## config.mk

```make
export PLATFORM = sky130hd
export DESIGN_NAME = hid_boot_keyboard_report_differ
export DESIGN_NICKNAME = d
export VERILOG_FILES = /design/src/hbkrd_pkg.sv /design/src/hbkrd_lane.sv /design/src/hbkrd_merge.sv /design/src/hid_boot_keyboard_report_differ.sv
export VERILOG_INCLUDE_DIRS = /design/src /design/src/src
export SDC_FILE = /design/constraint.sdc
export NUM_CORES = 1
export LEC_CHECK = 0
export ABC_AREA = 1
export ABC_CLOCK_PERIOD_IN_PS = 3700
export BUFFER_PORTS_ARGS = -buffer_cell sky130_fd_sc_hd__buf_4
export CAP_MARGIN = 20
export CORE_MARGIN = 2
export CORE_UTILIZATION = 60
export CTS_BUF_LIST = sky130_fd_sc_hd__clkbuf_8
export DETAILED_ROUTE_END_ITERATION = 10
export PLACE_DENSITY = 0.82
export SETUP_SLACK_MARGIN = 0.1
export SYNTH_ARGS = -nofsm -noshare
export SYNTH_HDL_FRONTEND = slang
export SYNTH_SLANG_ARGS = --single-unit
```

## constraint.sdc

```tcl
create_clock -name i_clk -period 3.7 [get_ports i_clk]
set_input_delay 0.37 -clock i_clk [delete_from_list [all_inputs] [get_ports i_clk]]
set_output_delay 0.37 -clock i_clk [all_outputs]
set_load 0.05 [all_outputs]
```

## src/assert_macros.svh

```systemverilog
// ----------------------------------------------------------------------------
// assert_macros.svh
// Short forms for the concurrent assertions of the report differ.
// ----------------------------------------------------------------------------
`ifndef ASSERT_MACROS_SVH
`define ASSERT_MACROS_SVH

// Same-cycle implication, checked at every rising edge outside reset.
`define ASSERT_SAME(lbl, clk, rst_n, cond, prop) \
    lbl: assert property (@(posedge clk) disable iff (!(rst_n)) (cond) |-> (prop)) \
        else $error("same-cycle check failed");

// Next-cycle implication, checked at every rising edge outside reset.
`define ASSERT_NEXT(lbl, clk, rst_n, cond, prop) \
    lbl: assert property (@(posedge clk) disable iff (!(rst_n)) (cond) |=> (prop)) \
        else $error("next-cycle check failed");

`endif

```

## src/hbkrd_pkg.sv

```systemverilog
// ----------------------------------------------------------------------------
// hbkrd_pkg
// Shared constants, types and helpers of the boot keyboard report differ.
// ----------------------------------------------------------------------------
package hbkrd_pkg;

    localparam int KEY_W          = 8;
    localparam int MOD_BITS       = 8;
    localparam int INPUT_SLOTS    = 6;
    localparam int KEY_SLOTS_DEF  = 6;

    typedef logic [KEY_W-1:0] t_key;

    localparam t_key ROLLOVER_CODE  = 8'h01;
    localparam t_key EMPTY_CODE     = 8'h00;
    localparam t_key MOD_USAGE_BASE = 8'hE0;

    // Slots that take part: only six exist in a report.
    function automatic int used_slots(input int key_slots);
        return (key_slots < INPUT_SLOTS) ? key_slots : INPUT_SLOTS;
    endfunction

endpackage

```

## src/hbkrd_lane.sv

```systemverilog
// ----------------------------------------------------------------------------
// hbkrd_lane
// One search lane: tells whether a key occurs in the live part of a list.
// ----------------------------------------------------------------------------
module hbkrd_lane #(
    parameter int SLOTS = hbkrd_pkg::KEY_SLOTS_DEF
) (
    input  hbkrd_pkg::t_key             i_key,
    input  hbkrd_pkg::t_key [SLOTS-1:0] i_list,
    input  logic [SLOTS-1:0]            i_live,
    output logic                        o_found
);

    logic [SLOTS-1:0] w_hit;

    always_comb begin
        for (int i = 0; i < SLOTS; i++) begin
            w_hit[i] = i_live[i] && (i_list[i] == i_key);
        end
    end

    assign o_found = |w_hit;

endmodule

```

## src/hbkrd_merge.sv

```systemverilog
// ----------------------------------------------------------------------------
// hbkrd_merge
// Runs one press lane and one release lane per slot and merges their
// findings with the modifier changes into one ordered candidate list.
// ----------------------------------------------------------------------------
module hbkrd_merge #(
    parameter int SLOTS = hbkrd_pkg::KEY_SLOTS_DEF,
    parameter int NCAND = hbkrd_pkg::MOD_BITS + 2 * SLOTS
) (
    input  hbkrd_pkg::t_key             i_mods_new,
    input  hbkrd_pkg::t_key             i_mods_old,
    input  hbkrd_pkg::t_key [SLOTS-1:0] i_fresh,
    input  hbkrd_pkg::t_key [SLOTS-1:0] i_old,
    output logic [NCAND-1:0]            o_cand,
    output hbkrd_pkg::t_key [NCAND-1:0] o_usage,
    output logic [NCAND-1:0]            o_level
);

    localparam int MB = hbkrd_pkg::MOD_BITS;

    logic [SLOTS-1:0] w_live_new;
    logic [SLOTS-1:0] w_live_old;
    logic [SLOTS-1:0] w_in_old;
    logic [SLOTS-1:0] w_in_new;
    logic             w_rollover;

    // A list ends at its first empty slot.
    always_comb begin
        w_live_new[0] = (i_fresh[0] != hbkrd_pkg::EMPTY_CODE);
        w_live_old[0] = (i_old[0] != hbkrd_pkg::EMPTY_CODE);
        for (int i = 1; i < SLOTS; i++) begin
            w_live_new[i] = w_live_new[i-1] && (i_fresh[i] != hbkrd_pkg::EMPTY_CODE);
            w_live_old[i] = w_live_old[i-1] && (i_old[i] != hbkrd_pkg::EMPTY_CODE);
        end
    end

    // Rollover looks at every slot in use, empty slots or not.
    always_comb begin
        w_rollover = 1'b0;
        for (int i = 0; i < SLOTS; i++) begin
            if (i_fresh[i] == hbkrd_pkg::ROLLOVER_CODE) begin
                w_rollover = 1'b1;
            end
        end
    end

    for (genvar g = 0; g < SLOTS; g++) begin : g_lane
        hbkrd_lane #(.SLOTS(SLOTS)) u_press (
            .i_key   (i_fresh[g]),
            .i_list  (i_old),
            .i_live  (w_live_old),
            .o_found (w_in_old[g])
        );
        hbkrd_lane #(.SLOTS(SLOTS)) u_release (
            .i_key   (i_old[g]),
            .i_list  (i_fresh),
            .i_live  (w_live_new),
            .o_found (w_in_new[g])
        );
    end

    always_comb begin
        for (int b = 0; b < MB; b++) begin
            o_cand[b]  = i_mods_new[b] ^ i_mods_old[b];
            o_usage[b] = hbkrd_pkg::MOD_USAGE_BASE + hbkrd_pkg::KEY_W'(b);
            o_level[b] = i_mods_new[b];
        end
        for (int i = 0; i < SLOTS; i++) begin
            o_cand[MB + i]          = !w_rollover && w_live_new[i] && !w_in_old[i];
            o_usage[MB + i]         = i_fresh[i];
            o_level[MB + i]         = 1'b1;
            o_cand[MB + SLOTS + i]  = !w_rollover && w_live_old[i] && !w_in_new[i];
            o_usage[MB + SLOTS + i] = i_old[i];
            o_level[MB + SLOTS + i] = 1'b0;
        end
    end

endmodule

```

## src/hid_boot_keyboard_report_differ.sv

```systemverilog
// ----------------------------------------------------------------------------
// hid_boot_keyboard_report_differ
// Compares each boot keyboard report with the previous one and emits key
// press and release events, one item per event.
// ----------------------------------------------------------------------------
// Input channel (i_in_valid / o_in_ready): one report per item, the modifier
// byte, six key slots and a completeness flag. An incomplete report is
// swallowed with no events and leaves the stored report alone.
// Output channel (o_out_valid / i_out_ready): one event per item, carrying
// the usage, press or release level, the current modifier byte and a flag on
// the last event of the report.
// The lanes compare the whole report in the accept cycle; its events go into
// the pending list and from there, lowest first, into the output register.
// Events leave one per cycle while the receiver is ready, modifier changes
// first (bit 0 first), then presses, then releases. The input stays closed
// until the last event of a report has moved into the output register, and
// opens even while that event still waits there; a report that changes
// nothing leaves no events and the input stays open.
// Reset clears the stored report to all zero and drops pending events.
// When the receiver stalls, the output register holds its event and the
// pending list waits; no event is lost or repeated.
// ----------------------------------------------------------------------------
`include "assert_macros.svh"

module hid_boot_keyboard_report_differ #(
    parameter int KEY_SLOTS = hbkrd_pkg::KEY_SLOTS_DEF
) (
    input  logic                i_clk,
    input  logic                i_rst_n,
    input  logic                i_in_valid,
    output logic                o_in_ready,
    input  logic                i_report_complete,
    input  hbkrd_pkg::t_key     i_modifier_bits,
    input  hbkrd_pkg::t_key     i_slot_a,
    input  hbkrd_pkg::t_key     i_slot_b,
    input  hbkrd_pkg::t_key     i_slot_c,
    input  hbkrd_pkg::t_key     i_slot_d,
    input  hbkrd_pkg::t_key     i_slot_e,
    input  hbkrd_pkg::t_key     i_slot_f,
    output logic                o_out_valid,
    input  logic                i_out_ready,
    output hbkrd_pkg::t_key     o_key_usage,
    output logic                o_pressed,
    output hbkrd_pkg::t_key     o_modifier_state,
    output logic                o_last_event
);

    // Only the slots that take part are stored; the rest would stay zero.
    localparam int USED  = hbkrd_pkg::used_slots(KEY_SLOTS);
    localparam int NCAND = hbkrd_pkg::MOD_BITS + 2 * USED;
    localparam int IDX_W = $clog2(NCAND);

    hbkrd_pkg::t_key [hbkrd_pkg::INPUT_SLOTS-1:0] w_slots;
    hbkrd_pkg::t_key [USED-1:0]                   w_fresh;

    // Stored report.
    hbkrd_pkg::t_key                r_old_mods;
    hbkrd_pkg::t_key [USED-1:0]     r_old_slots;

    // Pending events of the report being emitted.
    logic [NCAND-1:0]               r_pend;
    hbkrd_pkg::t_key [NCAND-1:0]    r_usage;
    logic [NCAND-1:0]               r_level;
    hbkrd_pkg::t_key                r_cur_mods;

    // Output register.
    logic                           r_out_valid;
    hbkrd_pkg::t_key                r_out_usage;
    logic                           r_out_pressed;
    hbkrd_pkg::t_key                r_out_mods;
    logic                           r_out_last;

    logic [NCAND-1:0]               w_cand;
    hbkrd_pkg::t_key [NCAND-1:0]    w_usage;
    logic [NCAND-1:0]               w_level;
    logic [NCAND-1:0]               w_first;
    logic [NCAND-1:0]               n_pend;
    logic [IDX_W-1:0]               w_idx;
    logic                           w_in_fire;
    logic                           w_load;

    assign w_slots = {i_slot_f, i_slot_e, i_slot_d, i_slot_c, i_slot_b, i_slot_a};
    assign w_fresh = w_slots[USED-1:0];

    hbkrd_merge #(.SLOTS(USED), .NCAND(NCAND)) u_merge (
        .i_mods_new (i_modifier_bits),
        .i_mods_old (r_old_mods),
        .i_fresh    (w_fresh),
        .i_old      (r_old_slots),
        .o_cand     (w_cand),
        .o_usage    (w_usage),
        .o_level    (w_level)
    );

    // A new report is taken only once every event of the last one has moved
    // into the output register.
    assign o_in_ready = (r_pend == '0);
    assign w_in_fire  = i_in_valid && o_in_ready;
    assign w_load     = (r_pend != '0) && (!r_out_valid || i_out_ready);

    // Lowest pending candidate is the next event in order.
    assign w_first = r_pend & (~r_pend + NCAND'(1));
    assign n_pend  = r_pend & ~w_first;

    always_comb begin
        w_idx = '0;
        for (int i = 0; i < NCAND; i++) begin
            if (w_first[i]) begin
                w_idx = w_idx | IDX_W'(i);
            end
        end
    end

    always_ff @(posedge i_clk) begin
        if (!i_rst_n) begin
            r_old_mods  <= '0;
            r_old_slots <= '0;
            r_pend      <= '0;
            r_out_valid <= 1'b0;
        end else begin
            if (w_in_fire && i_report_complete) begin
                r_old_mods  <= i_modifier_bits;
                r_old_slots <= w_fresh;
                r_pend      <= w_cand;
            end else if (w_load) begin
                r_pend      <= n_pend;
            end
            if (w_load) begin
                r_out_valid <= 1'b1;
            end else if (i_out_ready) begin
                r_out_valid <= 1'b0;
            end
        end
    end

    always_ff @(posedge i_clk) begin
        if (w_in_fire && i_report_complete) begin
            r_usage    <= w_usage;
            r_level    <= w_level;
            r_cur_mods <= i_modifier_bits;
        end
        if (w_load) begin
            r_out_usage   <= r_usage[w_idx];
            r_out_pressed <= r_level[w_idx];
            r_out_mods    <= r_cur_mods;
            r_out_last    <= (n_pend == '0);
        end
    end

    assign o_out_valid      = r_out_valid;
    assign o_key_usage      = r_out_usage;
    assign o_pressed        = r_out_pressed;
    assign o_modifier_state = r_out_mods;
    assign o_last_event     = r_out_last;

    // An event that is not the last one always leaves others of its report
    // pending behind it.
    `ASSERT_SAME(a_more_pending, i_clk, i_rst_n, o_out_valid && !o_last_event, r_pend != '0)

    // A dropped report leaves the stored modifier byte alone.
    `ASSERT_NEXT(a_drop_keeps, i_clk, i_rst_n, w_in_fire && !i_report_complete, $stable(r_old_mods))

    // Key events only come from live list entries, never from an empty slot.
    `ASSERT_SAME(a_no_empty_key, i_clk, i_rst_n, o_out_valid, o_key_usage != hbkrd_pkg::EMPTY_CODE)

endmodule
```

Yosys cells after proc, flatten, opt, wreduce, memory -nomap -nowiden --
Cells that the tools add are included.
Cells by class: add/subtract/negate cells 1, bitwise operators 12, order comparisons 1, muxes and demuxes 33, reduce and logical (&&, ||, !) cells 153, equality and inequality tests 78
Operator list (number):
- $eq 8x8->1 | 72
- $logic_and 1x1->1 | 109
- $reduce_bool 8->1 | 12
- $reduce_or 6->1 | 12
- $eq 8x1->1 const B | 6
- $and 20x20->20 | 2
- $bmux 8 s5 | 1
- $logic_not 20->1 | 2
- $mux 20 | 2
- $not 20->20 | 2
- $mux 4 | 8
- $add 20x1->20 const B | 1
- $mux 5 | 4
- $reduce_bool 20->1 | 1
- $logic_not 1->1 | 14
- $mux 3 | 4
- $mux 1 | 10
- $mux 8 | 1
- $xor 1x1->1 | 8
- $lt 5x6->1 const B | 1
- $bmux 1 s5 | 1
- $mux 2 | 2
- $reduce_bool 2->1 | 2
- $logic_or 1x1->1 | 1
Word-level totals: output and inout port bits 20, register bits 199, bits of input ports 61, word-level logic and storage cells 304

Longest topological paths before layout --
depth in word-level cells 24, depth in mapped cells 16, mapped depth without buffers 16

Hierarchy --
From an unflattened synthesis, not the netlist that was laid out.
Second synthesis, totals: cells, all modules 3714, area, all modules 23611.4 µm²
By module, submodules not included:
- hid_boot_keyboard_report_differ | cells an instance 1093, sequential area each 7727.4 µm², instances 1, area an instance 11541.1 µm²
- hbkrd_lane | cells an instance 188, sequential area each 0.0 µm², instances 12, area an instance 818.3 µm²
- hbkrd_merge | cells an instance 365, sequential area each 0.0 µm², instances 1, area an instance 2250.9 µm²

Worst setup path before layout --
Ideal clock, no wire load.
path type register to register, start register r_pend[0], end register r_cur_mods[0] (enable), data arrival time 2.828 ns, required time 3.281 ns, slack 0.453 ns, setup time 0.419 ns, buffers on the path 1, cell stages (with the launch flop) 11, cells stage by stage dfxtp_1 -> nor2_4 -> nand2_2 -> nor2_8 -> nand3_1 -> nor2_1 -> nand2_1 -> inv_2 -> nand3_2 -> inv_2 -> buf_2
Between the ends: cells in the longest elaborated chain, start to end 3
RTL lines:
- start, declared | line hid_boot_keyboard_report_differ.sv:61 | logic [NCAND-1:0] r_pend;
- start signal, assigned | line hid_boot_keyboard_report_differ.sv:124 | r_pend <= w_cand;
- start signal, assigned | line hid_boot_keyboard_report_differ.sv:126 | r_pend <= n_pend;
- $logic_not 20->1 | line hid_boot_keyboard_report_differ.sv:97 | assign o_in_ready = (r_pend == '0);
- named net o_in_ready | line hid_boot_keyboard_report_differ.sv:31 | output logic o_in_ready,
- $logic_and 1x1->1 | line hid_boot_keyboard_report_differ.sv:98 | assign w_in_fire = i_in_valid && o_in_ready;
- $logic_and 1x1->1 | line hid_boot_keyboard_report_differ.sv:137 | if (w_in_fire && i_report_complete) begin
- end signal, assigned | line hid_boot_keyboard_report_differ.sv:140 | r_cur_mods <= i_modifier_bits;
- end, declared | line hid_boot_keyboard_report_differ.sv:64 | hbkrd_pkg::t_key r_cur_mods;
The timed path passes the listed nets, and every way through them passes these cells. A chain may end at the register's enable or synchronous reset.

Final worst setup path --
start register r_pend[7], end register r_out_usage[2], in the netlist o_key_usage[2] (data pin)
Between the ends: cells in the longest elaborated chain, start to end 18
RTL lines:
- $not 20->20 | line hid_boot_keyboard_report_differ.sv:102 | assign w_first = r_pend & (~r_pend + NCAND'(1));
- $add 20x1->20 | line hid_boot_keyboard_report_differ.sv:102
- $and 20x20->20 (*) | line hid_boot_keyboard_report_differ.sv:102
- $mux 3 | line hid_boot_keyboard_report_differ.sv:108 | if (w_first[i]) begin
- $mux 4 (8 in series) | line hid_boot_keyboard_report_differ.sv:108
- $mux 5 (3 in series) | line hid_boot_keyboard_report_differ.sv:108
- $mux 5 (*) | line hid_boot_keyboard_report_differ.sv:108
- $bmux 8 s5 (*) | line hid_boot_keyboard_report_differ.sv:143 | r_out_usage <= r_usage[w_idx];
- $mux 8 (implied by the code) (*) | line hid_boot_keyboard_report_differ.sv:143
- end signal, assigned | line hid_boot_keyboard_report_differ.sv:143
- end, declared | line hid_boot_keyboard_report_differ.sv:68 | hbkrd_pkg::t_key r_out_usage;
Mark *: on every way between the ends. The rest lies on a longest branch, timed or not. The select of a mux whose other input is x is not followed.

==> metrics.md <==
| Metric | Value |
|---|---|
| Status | `completed` |
| Max-cap violations | `0` |
| Crit share post-route | `0.7782` |
| Post-synthesis sequential area ratio | `0.3977` |
| Vias | `12,760` |
| Slew Limit Headroom | `0.3746` |
| Commonest non-fill, non-tap cells in the layout | `nand2_1, nor2_1, inv_1` |
| H-tree lvl count | `4` |
| Row count | `54` |
| Die Span X | `151.7 um` |
| Slew Viols, Final | `0` |
| Port bufs | `80` |
| CP Max Fanout | `37` |
| Core region area | `0.02162 sq mm` |
| Antenna-violating nets left | `0` |
| Synth-to-Final Area Change | `8.050%` |
| Commonest non-fill, non-tap cell in the layout | `nand2_1` |
| Residual DRC | `0` |
| Clock Tree Buf Depth | `2` |
| WP data required | `3.98 ns` |
| Hold Violations, Final | `0` |
| Die height | `151.7 um` |
| Initial Util | `0.6053` |
| Setup Skew | `0.02601 ns` |
| Type of the tightest min-delay check | `in2reg` |
| CP endpoint kind | `register` |
| Routed vias/inst | `6.280` |
| Crit path cell chain | `nor2_2 > nand2_2 > nor2_4 > nand2_1 > nor2_1 > nand2_1 > nand3_4 > buf_4 > nand2_1 > o211ai_1 > nand3_1 > nand3_1 > nand2_1` |
| Clock slew at reported path FFs | `0.14 ns` |
| Mapped Cells | `1,741` |
| Final worst path period need | `2.879 ns` |
| Mean area per synthesized cell | `7.517 sq um` |
| Syn Nets | `1,802` |
| Largest net degree at the start of global routing | `70` |
| Clk_lat worst skew | `0.52 ns` |
| Share of layout cells above drive strength 1 | `0.1108` |
| Final cell count without fillers | `2,032` |
| Routed wire length | `46,460 um` |
| Slowest cell on the critical path | `buf_4` |
| First-pass GRT wire length | `68,830 um` |
| DP Cell Count | `1,999` |
| DRT iter0 DRCs | `2,017` |
| Initial antenna violation count | `0` |
| Total negative slack | `0 ns` |
| # nets final | `1,799` |
| Congestion Overflow GR | `0` |
| Layout fillers | `1,837` |
| Core Util, Final | `0.6540` |
| TritonCTS clock tree | `done` |
| IO Count | `81` |
| WL/cell | `22.86 um` |
| Endpoints failing setup | `0` |
| Crit path launch type | `register` |
| #FFs+latches synth | `199` |
| Die area | `0.02301 sq mm` |
| Final HPWL DP | `33,740 um` |
| Worst-margin pin slew | `0.9296 ns` |
| Routability cong. | `0.9975` |
| Vias in the first global route | `11,560` |
| Gr usage total | `0.4080` |
| Highest Clock Rate | `347.3 MHz` |
| Clock sinks | `199` |
| Inserted Clock Buffers | `17` |
| Hold_buf cts | `0` |
| Root buffer cell | `clkbuf_8` |
| Slowest cell delay on critical path | `0.40 ns` |
| Critical Path AT | `3.16 ns` |
| Critical path class | `reg2reg` |
| CTS resizes | `0` |
| Drt pass-1 iters | `7` |
| Most used cell, CP | `nand2_1` |
| Distinct cells, synth | `43` |
| Unrepaired setup endpoints after global routing | `false` |
| Syn Std Cell Area | `0.01309 sq mm` |
| Setup bufs post-CTS | `0` |
| Ys Warns | `0` |
## sequential cells by signal, indices dropped and copies added, names as in the netlist, 8 cells and up
name / count
r_usage: 96
r_old_slots: 48
r_pend: 20
o_key_usage: 8
o_modifier_state: 8
r_cur_mods: 8
r_old_mods: 8
## stage by stage
stage | hold WS (ns) | worst slack [ns] | instance area, sq um
floorplan | 0.4029 | 0.4529 | 13090
global placement | 0.4448 | 1.029 | 13680
detailed placement | 0.4400 | 0.9040 | 13680
CTS | 0.04188 | 0.8861 | 14140
global route | 0.03400 | 0.6269 | 14140
finish | 0.03954 | 0.8208 | 14140
## area by class of cell
cell class	instances	area, sq um	area share
repair buffers	110	850.8	0.06017
inverters	154	585.6	0.04141
diodes	1	2.502	0.0001770
clock inverters	15	226.5	0.01602
flip-flops and latches	199	5205	0.3681
well taps	280	350.3	0.02478
multi-input cells	1256	6685	0.4728
clock buffers	17	234.0	0.01655
## cell usage after synthesis (all sizes together)
cell type | n | area share
nand2 | 428 | 0.12
buf | 76 | 0.031
and2 | 2 | 0.00096
xnor2 | 129 | 0.086
o21ai | 89 | 0.034
nor2 | 173 | 0.056
nand4 | 80 | 0.038
nor3b | 1 | 0.00057
a211oi | 4 | 0.0023
a221oi | 1 | 0.00067
o211ai | 16 | 0.0092
o2111ai | 3 | 0.0020
clkbuf | 56 | 0.016
dfxtp | 77 | 0.12
nor4 | 11 | 0.0053
or2 | 7 | 0.0033
nand3b | 2 | 0.0011
o211a | 1 | 0.00076
a22oi | 1 | 0.00057
inv | 152 | 0.044
nand3 | 116 | 0.047
o221ai | 1 | 0.00067
nor3 | 26 | 0.0099
o22ai | 8 | 0.0038
a21oi | 76 | 0.029
xor2 | 81 | 0.054
clkinv | 2 | 0.00057
edfxtp | 122 | 0.28
## worst max-delay path, delay by kind of cell (launching register included)
family                 cells  cell delay (ns)
AOI/OAI and AO/OA          1             0.10
buffers and inverters      1             0.40
DFF                        1             0.38
and+or+nand+nor           11             1.76
## cell families (layout without fill, tap and decap cells)
group / after synthesis / after routing / share of synthesized area
xor gates and xnor gates: 210 / 210 / 0.1405
other: 0 / 1 / 0
AOI/OAI and AO/OA: 200 / 200 / 0.08309
and+or+nand+nor: 846 / 846 / 0.2872
buffers and inverters: 286 / 296 / 0.09140
DFF: 199 / 199 / 0.3977
## routing by layer
metal,vias to the layer above,routed length (um),global-route usage,part of all wire
li1,5667,-,-,-
met1,5819,17220,0.5542,0.37
met2,1032,19730,0.6018,0.42
met3,242,6348,0.08593,0.14
met4,0,3155,0.2380,0.068
met5,-,0,0,0
## path summary, 6_finish.rpt
path,start,slack (ns),end,cells after the start
max,r_pend[7],0.82,o_key_usage[2],13
min,i_modifier_bits[4],0.04,r_cur_mods[4],1
min reg2reg,r_cur_mods[1],0.48,o_modifier_state[1],0
max reg2reg,r_pend[7],0.82,o_key_usage[2],13
Power is not shown: default switching activity piles up to over one toggle a cycle in this logic, so the estimate is an artifact.
